[src/tns_pkg.sv]
`default_nettype none
package tns_pkg;

  // field widths
  localparam int unsigned KIND_W     = 2;
  localparam int unsigned NOW_W      = 32;
  localparam int unsigned SLOT_W     = 6;
  localparam int unsigned FREQ_W     = 16;
  localparam int unsigned DUR_W      = 16;
  localparam int unsigned LEN_W      = 7;
  localparam int unsigned GAP_W      = 16;
  localparam int unsigned BASE_W     = 32;
  localparam int unsigned DIV_W      = 16;
  localparam int unsigned CFG_IDX_W  = 2;
  localparam int unsigned CFG_DATA_W = 32;

  // defaults
  localparam int unsigned   NOTES_DEFAULT = 64;
  localparam logic [GAP_W-1:0]  GAP_RESET  = GAP_W'(40);
  localparam logic [BASE_W-1:0] BASE_RESET = BASE_W'(1193180);
  localparam logic [DIV_W-1:0]  DIV_MAX    = {DIV_W{1'b1}};

  // item kinds
  typedef enum logic [KIND_W-1:0] {
    KIND_TICK  = 2'd0,
    KIND_LOAD  = 2'd1,
    KIND_START = 2'd2,
    KIND_STOP  = 2'd3
  } kind_e;

  // configuration register indexes
  typedef enum logic [CFG_IDX_W-1:0] {
    CFG_GAP_TICKS  = 2'd0,
    CFG_BASE_CLOCK = 2'd1
  } cfg_reg_e;

  typedef struct packed {
    logic [KIND_W-1:0] kind;
    logic [NOW_W-1:0]  now_ticks;
    logic [SLOT_W-1:0] note_slot;
    logic [FREQ_W-1:0] note_frequency;
    logic [DUR_W-1:0]  note_duration;
    logic [LEN_W-1:0]  song_length;
    logic              loop_enable;
  } in_word_t;

  typedef struct packed {
    logic              speaker_on;
    logic [DIV_W-1:0]  tone_divisor;
    logic              playing;
    logic [LEN_W-1:0]  next_note;
    logic              in_note;
  } out_word_t;

  // one table entry
  typedef struct packed {
    logic [FREQ_W-1:0] pitch;
    logic [DUR_W-1:0]  length;
  } note_t;

endpackage
`default_nettype wire

[src/tns_divider.sv]
`default_nettype none
module tns_divider import tns_pkg::*; (
  input  wire logic              clk_i,
  input  wire logic              rst_ni,
  input  wire logic              start_i,
  input  wire logic [BASE_W-1:0] dividend_i,
  input  wire logic [FREQ_W-1:0] divisor_i,
  output logic                   done_o,
  output logic [BASE_W-1:0]      quotient_o
);

  localparam int unsigned CntW = $clog2(BASE_W);
  localparam logic [CntW-1:0] LastStep = CntW'(BASE_W - 1);

  logic              busy_q;
  logic              done_q;
  logic [CntW-1:0]   cnt_q;
  logic [BASE_W-1:0] num_q;
  logic [FREQ_W-1:0] rem_q;
  logic [FREQ_W-1:0] den_q;

  logic [FREQ_W:0]   trial;
  logic [FREQ_W:0]   diff;
  logic              fits;

  // one restoring step: shift in the next dividend bit, subtract if it fits
  always_comb begin
    trial = {rem_q, num_q[BASE_W-1]};
    diff  = trial - {1'b0, den_q};
    fits  = (trial >= {1'b0, den_q});
  end

  // step control
  always_ff @(posedge clk_i or negedge rst_ni) begin
    if (!rst_ni) begin
      busy_q <= 1'b0;
      done_q <= 1'b0;
      cnt_q  <= '0;
    end else begin
      done_q <= 1'b0;
      if (start_i) begin
        busy_q <= 1'b1;
        cnt_q  <= '0;
      end else if (busy_q) begin
        cnt_q <= cnt_q + 1'b1;
        if (cnt_q == LastStep) begin
          busy_q <= 1'b0;
          done_q <= 1'b1;
        end
      end
    end
  end

  // remainder and quotient shift register
  always_ff @(posedge clk_i) begin
    if (start_i) begin
      num_q <= dividend_i;
      rem_q <= '0;
      den_q <= divisor_i;
    end else if (busy_q) begin
      num_q <= {num_q[BASE_W-2:0], fits};
      rem_q <= fits ? diff[FREQ_W-1:0] : trial[FREQ_W-1:0];
    end
  end

  assign done_o     = done_q;
  assign quotient_o = num_q;

endmodule
`default_nettype wire

[config.mk]
export PLATFORM = sky130hd
export DESIGN_NAME = tns_divider
export DESIGN_NICKNAME = d
export VERILOG_FILES = /design/src/tns_pkg.sv /design/src/tns_divider.sv
export SDC_FILE = /design/constraint.sdc
export NUM_CORES = 1
export LEC_CHECK = 0
export BUFFER_PORTS_ARGS = -buffer_cell sky130_fd_sc_hd__buf_2
export CAP_MARGIN = 15
export CORE_MARGIN = 3
export CORE_UTILIZATION = 35
export CTS_CLUSTER_DIAMETER = 80
export DETAILED_ROUTE_END_ITERATION = 12
export PLACE_DENSITY_LB_ADDON = 0.25
export SYNTH_ARGS = -nofsm -noshare
export SYNTH_HDL_FRONTEND = slang
export SYNTH_SLANG_ARGS = --single-unit
[constraint.sdc]
create_clock -name clk_i -period 3 [get_ports clk_i]
set_input_delay 0.3 -clock clk_i [delete_from_list [all_inputs] [get_ports clk_i]]
set_output_delay 0.3 -clock clk_i [all_outputs]
set_load 0.02 [all_outputs]
==> impl_metrics.json, run 1 <==
{
  "outcome": "complete, no violations",
  "yosys.area.top_type": "edfxtp_1",
  "power_mw": 3.57,
  "num_vias": 3156,
  "relSlewSlack_pct": 55.7,
  "required_ns": 3.22,
  "grt_pass1_wl_um": 16200,
  "cts_made_buffers": 9,
  "pwr-share-comb_pct": 40.3,
  "tritoncts": "built",
  "wl_per_cell_um": 16.5,
  "vdd_drop_max_v": 0.000324,
  "hold_class": "input port to flip-flop",
  "ant_nets": 0,
  "endpoint": "rem_q[10]",
  "worstSkewPairLatency_ns": 0.35,
  "h-tree-depth": 3,
  "post_cts_resized": 0,
  "die_w_um": 112,
  "fp.dieH_um": 112,
  "power.density_nw_per_um2": 759,
  "synthCells": 353,
  "gp_congestion": 0.840,
  "cts.sinks": 71,
  "drt_iter0_drc": 182,
  "io_buffers": 83,
  "final_cells": 583,
  "cts.path.max_buffers": 2,
  "antenna-diode-count": 0,
  "switching_share_pct": 38.1,
  "nets": 508,
  "drc": 0,
  "post_cts_buffers": 0,
  "grt_setup_unrepaired": "no",
  "hold_buffers": 1,
  "power.leakage_nw": 2.05,
  "synth_seq_area_share_pct": 49.3,
  "grt_remaining_overflow": 0,
  "avgSynthCellArea_um2": 11.1,
  "final_hold_viol_count": 0,
  "core_area_um2": 10900,
  "gr-usage-all-layers_pct": 16.0,
  "reg2reg_to": "rem_q[10]",
  "fin_crit_sh_pct": 87.4,
  "critPathLaunchType": "flip-flop",
  "ff2ff_setup_slack_ns": 0.38,
  "synth_cell_types": 62,
  "p_clk_share_pct": 22.3,
  "yosys.area.top_type_share_pct": 36.7,
  "maxCapViolations": 0,
  "fin_crit_ns": 2.62,
  "crit_path_end_kind": "flip-flop",
  "firstDrtPassIters": 6,
  "crit_start": "quotient_o[31]",
  "synth_nets": 423,
  "r2r_start": "quotient_o[31]",
  "finalSetupTns_ns": 0,
  "dp_hpwl_um": 6830,
  "grt_pass1_vias": 3250,
  "initial_core_util_pct": 36.1,
  "routed_wirelength_um": 9600,
  "cts-root-buf": "clkbuf_8",
  "yosysWarnings": 0,
  "io_pins": 84,
  "dieArea_um2": 12500,
  "synthTopCellsByArea": "edfxtp_1 (37%), mux2_2 (9.2%), dfxtp_1 (8.2%)",
  "slew_violations": 0,
  "reg2reg_depth": 10,
  "path_clk_slew_ns": 0.09,
  "clock-skew-final_ns": 0.0188,
  "intPower_mw": 2.21,
  "max_freq_mhz": 381,
  "netlist_area_um2": 3930,
  "grt_max_degree": 52,
  "arrival_ns": 2.84,
  "worst_pin_slew_ns": 0.665,
  "power_switching_mw": 1.36,
  "synth_edf_count": 48,
  "row_count": 38,
  "drive_gt1_share_pct": 34.1,
  "worstPathMaxFanout": 4,
  "vias_per_cell": 5.41,
  "yosys_register_bits": 71,
  "antenna_found_initial": 0,
  "nFillCells": 1045,
  "crit_type": "flip-flop to flip-flop",
  "setup_violations": 0,
  "synth_async_sr_flop_share_pct": 9.86,
  "post-place-cells": 566,
  "synth_ff_type": "edfxtp_1",
  "p_seq_share_pct": 37.4,
  "area_growth_syn_to_layout_pct": 19.8
}
## cell usage after synthesis, drive strengths merged (4+ instances only)
cell type / count
nor2: 25
and3: 11
a21o: 5
dfrtp: 7
a21oi: 15
edfxtp: 48
nand2: 18
o21ai: 17
dfxtp: 16
a211oi: 4
clkbuf: 8
inv: 19
ha: 18
buf: 11
nand4: 7
nand3: 16
a311oi: 10
nand2b: 4
a31oi: 4
mux2: 32
xnor2: 9
## placed cells by master, fill, tap and decap left out, types with 11 or more instances in the layout
| cell type | netlist | layout |
|---|---|---|
| nor2_1 | 25 | 25 |
| buf_2 | 4 | 83 |
| nand3_1 | 16 | 16 |
| a21oi_1 | 14 | 14 |
| mux2_2 | 32 | 32 |
| edfxtp_1 | 48 | 48 |
| nand2_1 | 18 | 18 |
| dfxtp_1 | 16 | 16 |
| ha_1 | 18 | 18 |
| inv_1 | 19 | 19 |
| and3_1 | 11 | 11 |
## state kept, by name, summed over array words and instances, names as in the netlist
signal / count
busy_q: 1
cnt_q: 5
den_q: 16
done_o: 1
quotient_o: 32
rem_q: 16
## metrics by stage
stage | setup WS (ns) | hold WS [ns] | area (um^2) | utilization (%)
final | 0.378 | 0.119 | 4700 | 43.2
after global routing | 0.180 | 0.101 | 4700 | 43.2
after CTS | 0.363 | 0.107 | 4700 | 43.2
after detailed placement | 0.396 | 0.139 | 4500 | 41.3
after global placement | 0.436 | 0.137 | 4500 | 41.3
after floorplan | 0.394 | 0.00441 | 3930 | -
## cell families (layout without fill, tap and decap cells)
kind of cell | Yosys count | in the layout | synth area share [%]
muxes | 35 | 35 | 9.94
DFF | 71 | 71 | 49.3
buffers and inverters | 39 | 129 | 4.14
AOI/OAI and AO/OA | 79 | 79 | 14.8
and+or+nand+nor | 99 | 99 | 13.1
xor gates and xnor gates | 11 | 11 | 2.45
adders and majority gates | 19 | 19 | 6.24
## layout make-up
class / instances / area [um^2] / area share (%)
Clock inverter: 7 / 72.6 / 1.54
Multi-Input combinational cell: 243 / 1830 / 38.9
Clock buffer: 9 / 124 / 2.63
Tap cell: 140 / 175 / 3.72
Inverter: 20 / 75.1 / 1.60
Sequential cell: 71 / 1940 / 41.2
Timing Repair Buffer: 93 / 493 / 10.5
## worst min path at each step
stage	startpoint	to	slack, ns	depth (start not counted)
6_report	divisor_i[9]	den_q[9]	0.12	1
3_3_place_gp	rst_ni	done_o	0.14	1
3_5_place_dp	rst_ni	done_o	0.14	1
2_1_floorplan	rst_ni	busy_q	0.004	0
4_1_cts	divisor_i[10]	den_q[10]	0.11	1
5_1_grt	divisor_i[10]	den_q[10]	0.10	1
## worst max-delay path: stages, from the launching register on
cell and delay (ns):
edfxtp_1 0.38, inv_1 0.09, ha_1 0.17, inv_1 0.05
fa_1 0.39, a21o_1 0.24, a311o_1 0.41, nand4_1 0.09
or3b_2 0.43, o21ai_1 0.10, a311oi_2 0.12
## power groups by stage
| stage | Sequential (mW) | Clock [mW] | Combinational [mW] |
|---|---|---|---|
| 2_1_floorplan | 1.39 | 0 | 1.02 |
| 3_3_place_gp | 1.35 | 0 | 1.40 |
| 3_5_place_dp | 1.36 | 0 | 1.43 |
| 4_1_cts | 1.34 | 0.813 | 1.44 |
| 5_1_grt | 1.36 | 0.849 | 1.61 |
| 6_report | 1.34 | 0.795 | 1.44 |
## metal layers
| layer | share of wire (%) | global-route usage, % | wire length [um] |
|---|---|---|---|
| met1 | 45 | 21.3 | 4340 |
| met2 | 48 | 25.1 | 4570 |
| met3 | 6.4 | 4.95 | 612 |
| met4 | 0.78 | 4.65 | 75 |
| met5 | 0 | 0 | 0 |
No activity file was read; power rests on OpenSTA's default activity.
==> inputs of run 2 (changes only) <==
--- a/config.mk
+++ b/config.mk
@@ -12,6 +12,7 @@
 export CTS_CLUSTER_DIAMETER = 80
 export DETAILED_ROUTE_END_ITERATION = 12
 export PLACE_DENSITY_LB_ADDON = 0.25
+export RECOVER_POWER = 25
 export SYNTH_ARGS = -nofsm -noshare
 export SYNTH_HDL_FRONTEND = slang
 export SYNTH_SLANG_ARGS = --single-unit
==> run 2 against run 1 <==
Against the previous run:
- register-to-register slack worse by 0.04 ns
- final cell count stayed put
- power is 0.12% lower
- non-clock buffer count stayed put
- hold slack better by 0.0036 ns
- clock skew hardly changed
- sequential share of layout area is 0.13 points higher
- sequential power hardly changed
- cell area is 0.32% lower
- wire length is 0.48% lower
- critical path type unchanged
- largest cell class unchanged
==> impl_metrics.json, run 2 (synthesis results as in run 1) <==
{
  "hold_class": "input port to flip-flop",
  "cp_top_family": "compound AO/OA/AOI/OAI gates",
  "maxCapViolations": 0,
  "grt_setup_unrepaired": "no",
  "cp_slowest_stage_delay_ns": 0.43,
  "cts.path.max_buffers": 2,
  "crit_path_end_kind": "flip-flop",
  "layout_common_cells": "buf_2 (73), edfxtp_1 (48), mux2_2 (32), nor2_1 (25), inv_1 (19)",
  "fin_crit_ns": 2.66,
  "fin_area_um2": 4690,
  "tritoncts": "built",
  "arrival_ns": 2.84,
  "antenna-diode-count": 0,
  "finalSetupTns_ns": 0,
  "gp_congestion": 0.840,
  "clock-skew-final_ns": 0.0187,
  "h-tree-depth": 3,
  "crit_type": "flip-flop to flip-flop",
  "intPower_mw": 2.21,
  "pwr-share-comb_pct": 40.4,
  "cts.sinks": 71,
  "switching_share_pct": 38.1,
  "whs_path_depth": 1,
  "gr-usage-all-layers_pct": 16.0,
  "num_vias": 3157,
  "fp.dieH_um": 112,
  "largest_reg_flops": 32,
  "slew_violations": 0,
  "cts_made_buffers": 9,
  "required_ns": 3.18,
  "max_freq_mhz": 376,
  "path_clk_slew_ns": 0.09,
  "worst_pin_slew_ns": 1.27,
  "setup_ws_ns": 0.338,
  "worst-path-buf-inv": 2,
  "die_w_um": 112,
  "grt_max_degree": 52,
  "worstPathMaxFanout": 4,
  "drc": 0,
  "fin_crit_sh_pct": 88.7,
  "cp_cell_sequence": "inv_1 > ha_1 > inv_1 > fa_1 > a21o_1 > a311o_1 > nand4_1 > or3b_2 > o21ai_1 > a311oi_2",
  "reg2reg_to": "rem_q[10]",
  "hold_path.startpoint": "divisor_i[9]",
  "r2r_start": "quotient_o[31]",
  "dp_hpwl_um": 6830,
  "power_switching_mw": 1.36,
  "worstSkewPairLatency_ns": 0.35,
  "hold_buffers": 1,
  "post_dp_cell_area_um2": 4500,
  "crit_top_cell": "inv_1",
  "vias_per_cell": 5.42,
  "area_growth_syn_to_layout_pct": 19.4,
  "io_pins": 84,
  "outcome": "complete, no violations",
  "ff2ff_setup_slack_ns": 0.34,
  "hold_end": "den_q[9]",
  "p_seq_share_pct": 37.5,
  "critPathSlowestCell": "or3b_2",
  "initial_core_util_pct": 36.1,
  "vdd_drop_max_v": 0.000324,
  "row_count": 38,
  "drt_iter0_drc": 193,
  "nets": 508,
  "reg2reg_depth": 10,
  "place_ws_ns": 0.396,
  "firstDrtPassIters": 7,
  "power.leakage_nw": 2.02,
  "grt_pass1_vias": 3250,
  "grt_pass1_wl_um": 16200,
  "post_cts_buffers": 0,
  "power.density_nw_per_um2": 761,
  "dieArea_um2": 12500,
  "ant_nets": 0,
  "routed_wirelength_um": 9550,
  "relSlewSlack_pct": 15.3,
  "grt_remaining_overflow": 0,
  "io_buffers": 83,
  "cts-root-buf": "clkbuf_8",
  "antenna_found_initial": 0,
  "wl_per_cell_um": 16.4,
  "critPathLaunchType": "flip-flop",
  "drive_gt1_share_pct": 31.8,
  "final_common_cell": "buf_2",
  "post_cts_resized": 0,
  "core_area_um2": 10900,
  "setup_violations": 0,
  "nFillCells": 1042,
  "final_hold_viol_count": 0,
  "p_clk_share_pct": 22.1
}
[run 2: cell types whose count changed in the layout (fill, tap and decap cells not counted), sizes merged]
cell,previous run,this run
buf,92,81
clkbuf,9,20
[run 2: cell type report]
type,count,area (um^2),area share [%]
Inverter,20,75.1,1.60
Multi-Input combinational cell,243,1830,39.0
Clock buffer,9,124,2.64
Tap cell,140,175,3.74
Sequential cell,71,1940,41.3
Timing Repair Buffer,93,478,10.2
Clock inverter,7,72.6,1.55
[run 2: layer usage]
layer,track usage [%],share of wire (%)
met2,25.1,47
met5,0,0
met1,21.3,45
met3,4.95,7.5
met4,4.65,0.84
[run 2: worst max path at each step]
| stage | from | to | slack [ns] | cells after the start |
|---|---|---|---|---|
| CTS | quotient_o[31] | rem_q[10] | 0.36 | 10 |
| floorplan | quotient_o[31] | rem_q[10] | 0.39 | 10 |
| detailed placement | quotient_o[31] | rem_q[10] | 0.40 | 10 |
| finish | quotient_o[31] | rem_q[10] | 0.34 | 10 |
| global placement | quotient_o[31] | rem_q[10] | 0.44 | 10 |
| global route | quotient_o[31] | rem_q[10] | 0.14 | 10 |
[run 2: per-stage QoR]
step | hold slack (ns) | power (mW) | instances | utilization, %
finish | 0.123 | 3.57 | 583 | 43.1
global route | 0.101 | 3.81 | 583 | 43.1
CTS | 0.107 | 3.59 | 583 | 43.2
detailed placement | 0.139 | 2.79 | 566 | 41.3
global placement | 0.137 | 2.75 | 566 | 41.3
floorplan | 0.00441 | 2.41 | 353 | -
[run 2: worst register-to-register path, delay by kind of cell, from the launching register on]
family,cells,cell delay (ns)
AOI/OAI and AO/OA,4,0.87
adders and majority gates,2,0.56
and+or+nand+nor,2,0.53
buffers and inverters,2,0.14
DFF,1,0.38
[run 2: power by group through the flow]
stage | Clock (mW) | Sequential (mW) | Combinational, mW
2_1_floorplan | 0 | 1.39 | 1.02
3_3_place_gp | 0 | 1.35 | 1.40
3_5_place_dp | 0 | 1.36 | 1.43
4_1_cts | 0.813 | 1.34 | 1.44
5_1_grt | 0.849 | 1.36 | 1.60
6_report | 0.790 | 1.34 | 1.44
==> inputs of run 3 (changes only) <==
--- a/config.mk
+++ b/config.mk
@@ -5,6 +5,7 @@
 export SDC_FILE = /design/constraint.sdc
 export NUM_CORES = 1
 export LEC_CHECK = 0
+export ABC_AREA = 1
 export BUFFER_PORTS_ARGS = -buffer_cell sky130_fd_sc_hd__buf_2
 export CAP_MARGIN = 15
 export CORE_MARGIN = 3
==> run 3 against run 2 <==
Against the previous run:
- sequential share of layout area down 1.7 points
- cell area increased by 4.4%
- largest cell class unchanged
- die area up 2.6%
- core utilization is 1.3 points higher
- final cell count grew 25%
- critical path type unchanged
==> impl_metrics.json, run 3 <==
{
  "synthCells": 498,
  "synth_nets": 568,
  "power.leakage_nw": 2.58,
  "drive_gt1_share_pct": 20.6,
  "outcome": "complete, no violations",
  "worstPathMaxFanout": 18,
  "cts_made_buffers": 9,
  "ys_top_cells_by_count": "nand2_1 (216), inv_1 (63), edfxtp_1 (48)",
  "netlist_area_um2": 4030,
  "hold_class": "input port to flip-flop",
  "required_ns": 3.27,
  "cts-root-buf": "clkbuf_16",
  "initial_core_util_pct": 36.6,
  "cts.sinks": 71,
  "grt_pass1_wl_um": 16200,
  "drt_iter0_drc": 114,
  "cp_slowest_stage_delay_ns": 0.51,
  "cp_cell_sequence": "inv_1 > ha_1 > nand2_1 > nand2_1 > nand2_1 > a21oi_1 > nor2_4 > nand2_8 > nand2_1 > nand3_1 > nand2_1",
  "relSlewSlack_pct": 18.6,
  "gr-usage-all-layers_pct": 15.5,
  "gp_congestion": 0.875,
  "worst_pin_slew_ns": 1.22,
  "fin_crit_sh_pct": 73.6,
  "timing.hold.ws_ns": 0.141,
  "antenna_found_initial": 0,
  "arrival_ns": 2.48,
  "fin_area_um2": 4900,
  "grt_max_degree": 35,
  "synthTopCellsByArea": "edfxtp_1 (36%), nand2_1 (20%), dfxtp_1 (7.9%)",
  "avgSynthCellArea_um2": 8.10,
  "die_w_um": 113,
  "layout_common_cells": "nand2_1 (216), buf_2 (81), inv_1 (63), edfxtp_1 (48), nand3_1 (23)",
  "critPathLaunchType": "flip-flop",
  "crit_path_end_kind": "flip-flop",
  "final_util_pct": 44.4,
  "drc": 0,
  "clock-skew-final_ns": 0.00873,
  "yosys.area.top_type": "edfxtp_1",
  "fp.dieH_um": 113,
  "nFillCells": 1111,
  "h-tree-depth": 3,
  "hold_buffers": 1,
  "dp_hpwl_um": 6710,
  "crit_type": "flip-flop to flip-flop",
  "final_common_cell": "nand2_1",
  "dieArea_um2": 12800,
  "power_mw": 4.19,
  "finalSetupTns_ns": 0,
  "ant_nets": 0,
  "num_vias": 3381,
  "area_growth_syn_to_layout_pct": 21.4,
  "yosysWarnings": 0,
  "synth_edf_count": 48,
  "crit_top_cell": "nand2_1",
  "synth_cell_types": 35,
  "synth_async_sr_flop_share_pct": 9.86,
  "largest_reg_flops": 32,
  "wl_per_cell_um": 12.9,
  "max_freq_mhz": 453,
  "yosys_register_bits": 71,
  "fin_crit_ns": 2.21,
  "vdd_drop_max_v": 0.000411,
  "slew_violations": 0,
  "firstDrtPassIters": 6,
  "synth_ff_type": "edfxtp_1",
  "grt_remaining_overflow": 0,
  "final_hold_viol_count": 0,
  "maxCapViolations": 0,
  "tritoncts": "built",
  "nets": 656,
  "row_count": 38,
  "antenna-diode-count": 0,
  "routed_wirelength_um": 9400,
  "post_cts_buffers": 0,
  "critPathSlowestCell": "nor2_4",
  "grt_setup_unrepaired": "no",
  "post_dp_cell_area_um2": 4590,
  "grt_pass1_vias": 3338,
  "worstSkewPairLatency_ns": 0.33,
  "yosys.area.top_type_share_pct": 35.7,
  "post_cts_resized": 0,
  "path_clk_slew_ns": 0.06,
  "setup_violations": 0,
  "cts.path.max_buffers": 2,
  "io_buffers": 83,
  "power.density_nw_per_um2": 856,
  "vias_per_cell": 4.63,
  "core_area_um2": 11000,
  "synth_seq_area_share_pct": 48.0,
  "yosysMostFrequentCell": "nand2_1",
  "io_pins": 84
}
-- run 3: cell count changes after synthesis, moves of 8 or more --
cell / delta
nand2_1: +198
inv_1: +44
mux2_2: -32
nand3b_1: +20
nand2_2: +12
and3_1: -11
nor2_1: -11
o21ai_1: -8
-- run 3: layer usage --
metal,vias to the layer above,track usage [%],wire (um)
met2,117,24.3,4150
met1,1509,20.6,4360
met3,8,5.35,816
met5,-,0,0
li1,1747,-,-
met4,0,3.85,81
-- run 3: logic make-up (layout without fill, tap and decap cells) --
| kind of cell | Yosys count | in the layout | synth area share, % |
|---|---|---|---|
| xor gates and xnor gates | 7 | 7 | 1.52 |
| buffers and inverters | 78 | 171 | 8.00 |
| DFF | 71 | 71 | 48.0 |
| and+or+nand+nor | 307 | 307 | 34.2 |
| adders and majority gates | 19 | 19 | 6.08 |
| AOI/OAI and AO/OA | 16 | 16 | 2.20 |
-- run 3: final cells by class --
type	instances	area [um^2]	area share (%)
flip-flops and latches	71	1940	39.6
inverters	66	248	5.06
clock inverters	4	72.6	1.48
repair buffers	89	453	9.25
clock buffers	12	236	4.83
multi-input cells	349	1770	36.2
well taps	140	175	3.58
-- run 3: report_power, final --
part           internal (mW)  switching (mW)
logic                  0.644            1.07
registers               1.23           0.113
clock network          0.728           0.407
total                   2.60            1.59
-- run 3: worst paths after layout --
path	startpoint	endpoint	slack (ns)	cells after the start
setup / recovery	den_q[10]	rem_q[15]	0.79	11
hold / removal	divisor_i[15]	den_q[15]	0.14	1
setup reg to reg	den_q[10]	rem_q[15]	0.79	11
hold reg to reg	rem_q[7]	rem_q[7]	0.47	2
max in group asynchronous	rst_ni	busy_q	2.34	2
min in group asynchronous	rst_ni	cnt_q[1]	0.38	2
-- run 3: through the flow --
step | cells | worst slack (ns)
after floorplan | 498 | 1.11
after global placement | 714 | 0.885
after detailed placement | 714 | 0.832
after CTS | 731 | 0.806
after global routing | 731 | 0.626
final | 731 | 0.793
-- run 3: worst max-delay path, delay by kind of cell, from the launching register on --
family	cells	cell delay, ns
AND/OR/NAND/NOR	8	1.31
flip-flops	1	0.36
AO/OA/AOI/OAI	1	0.10
adder cells (fa/ha/maj)	1	0.28
buffers and inverters	1	0.08
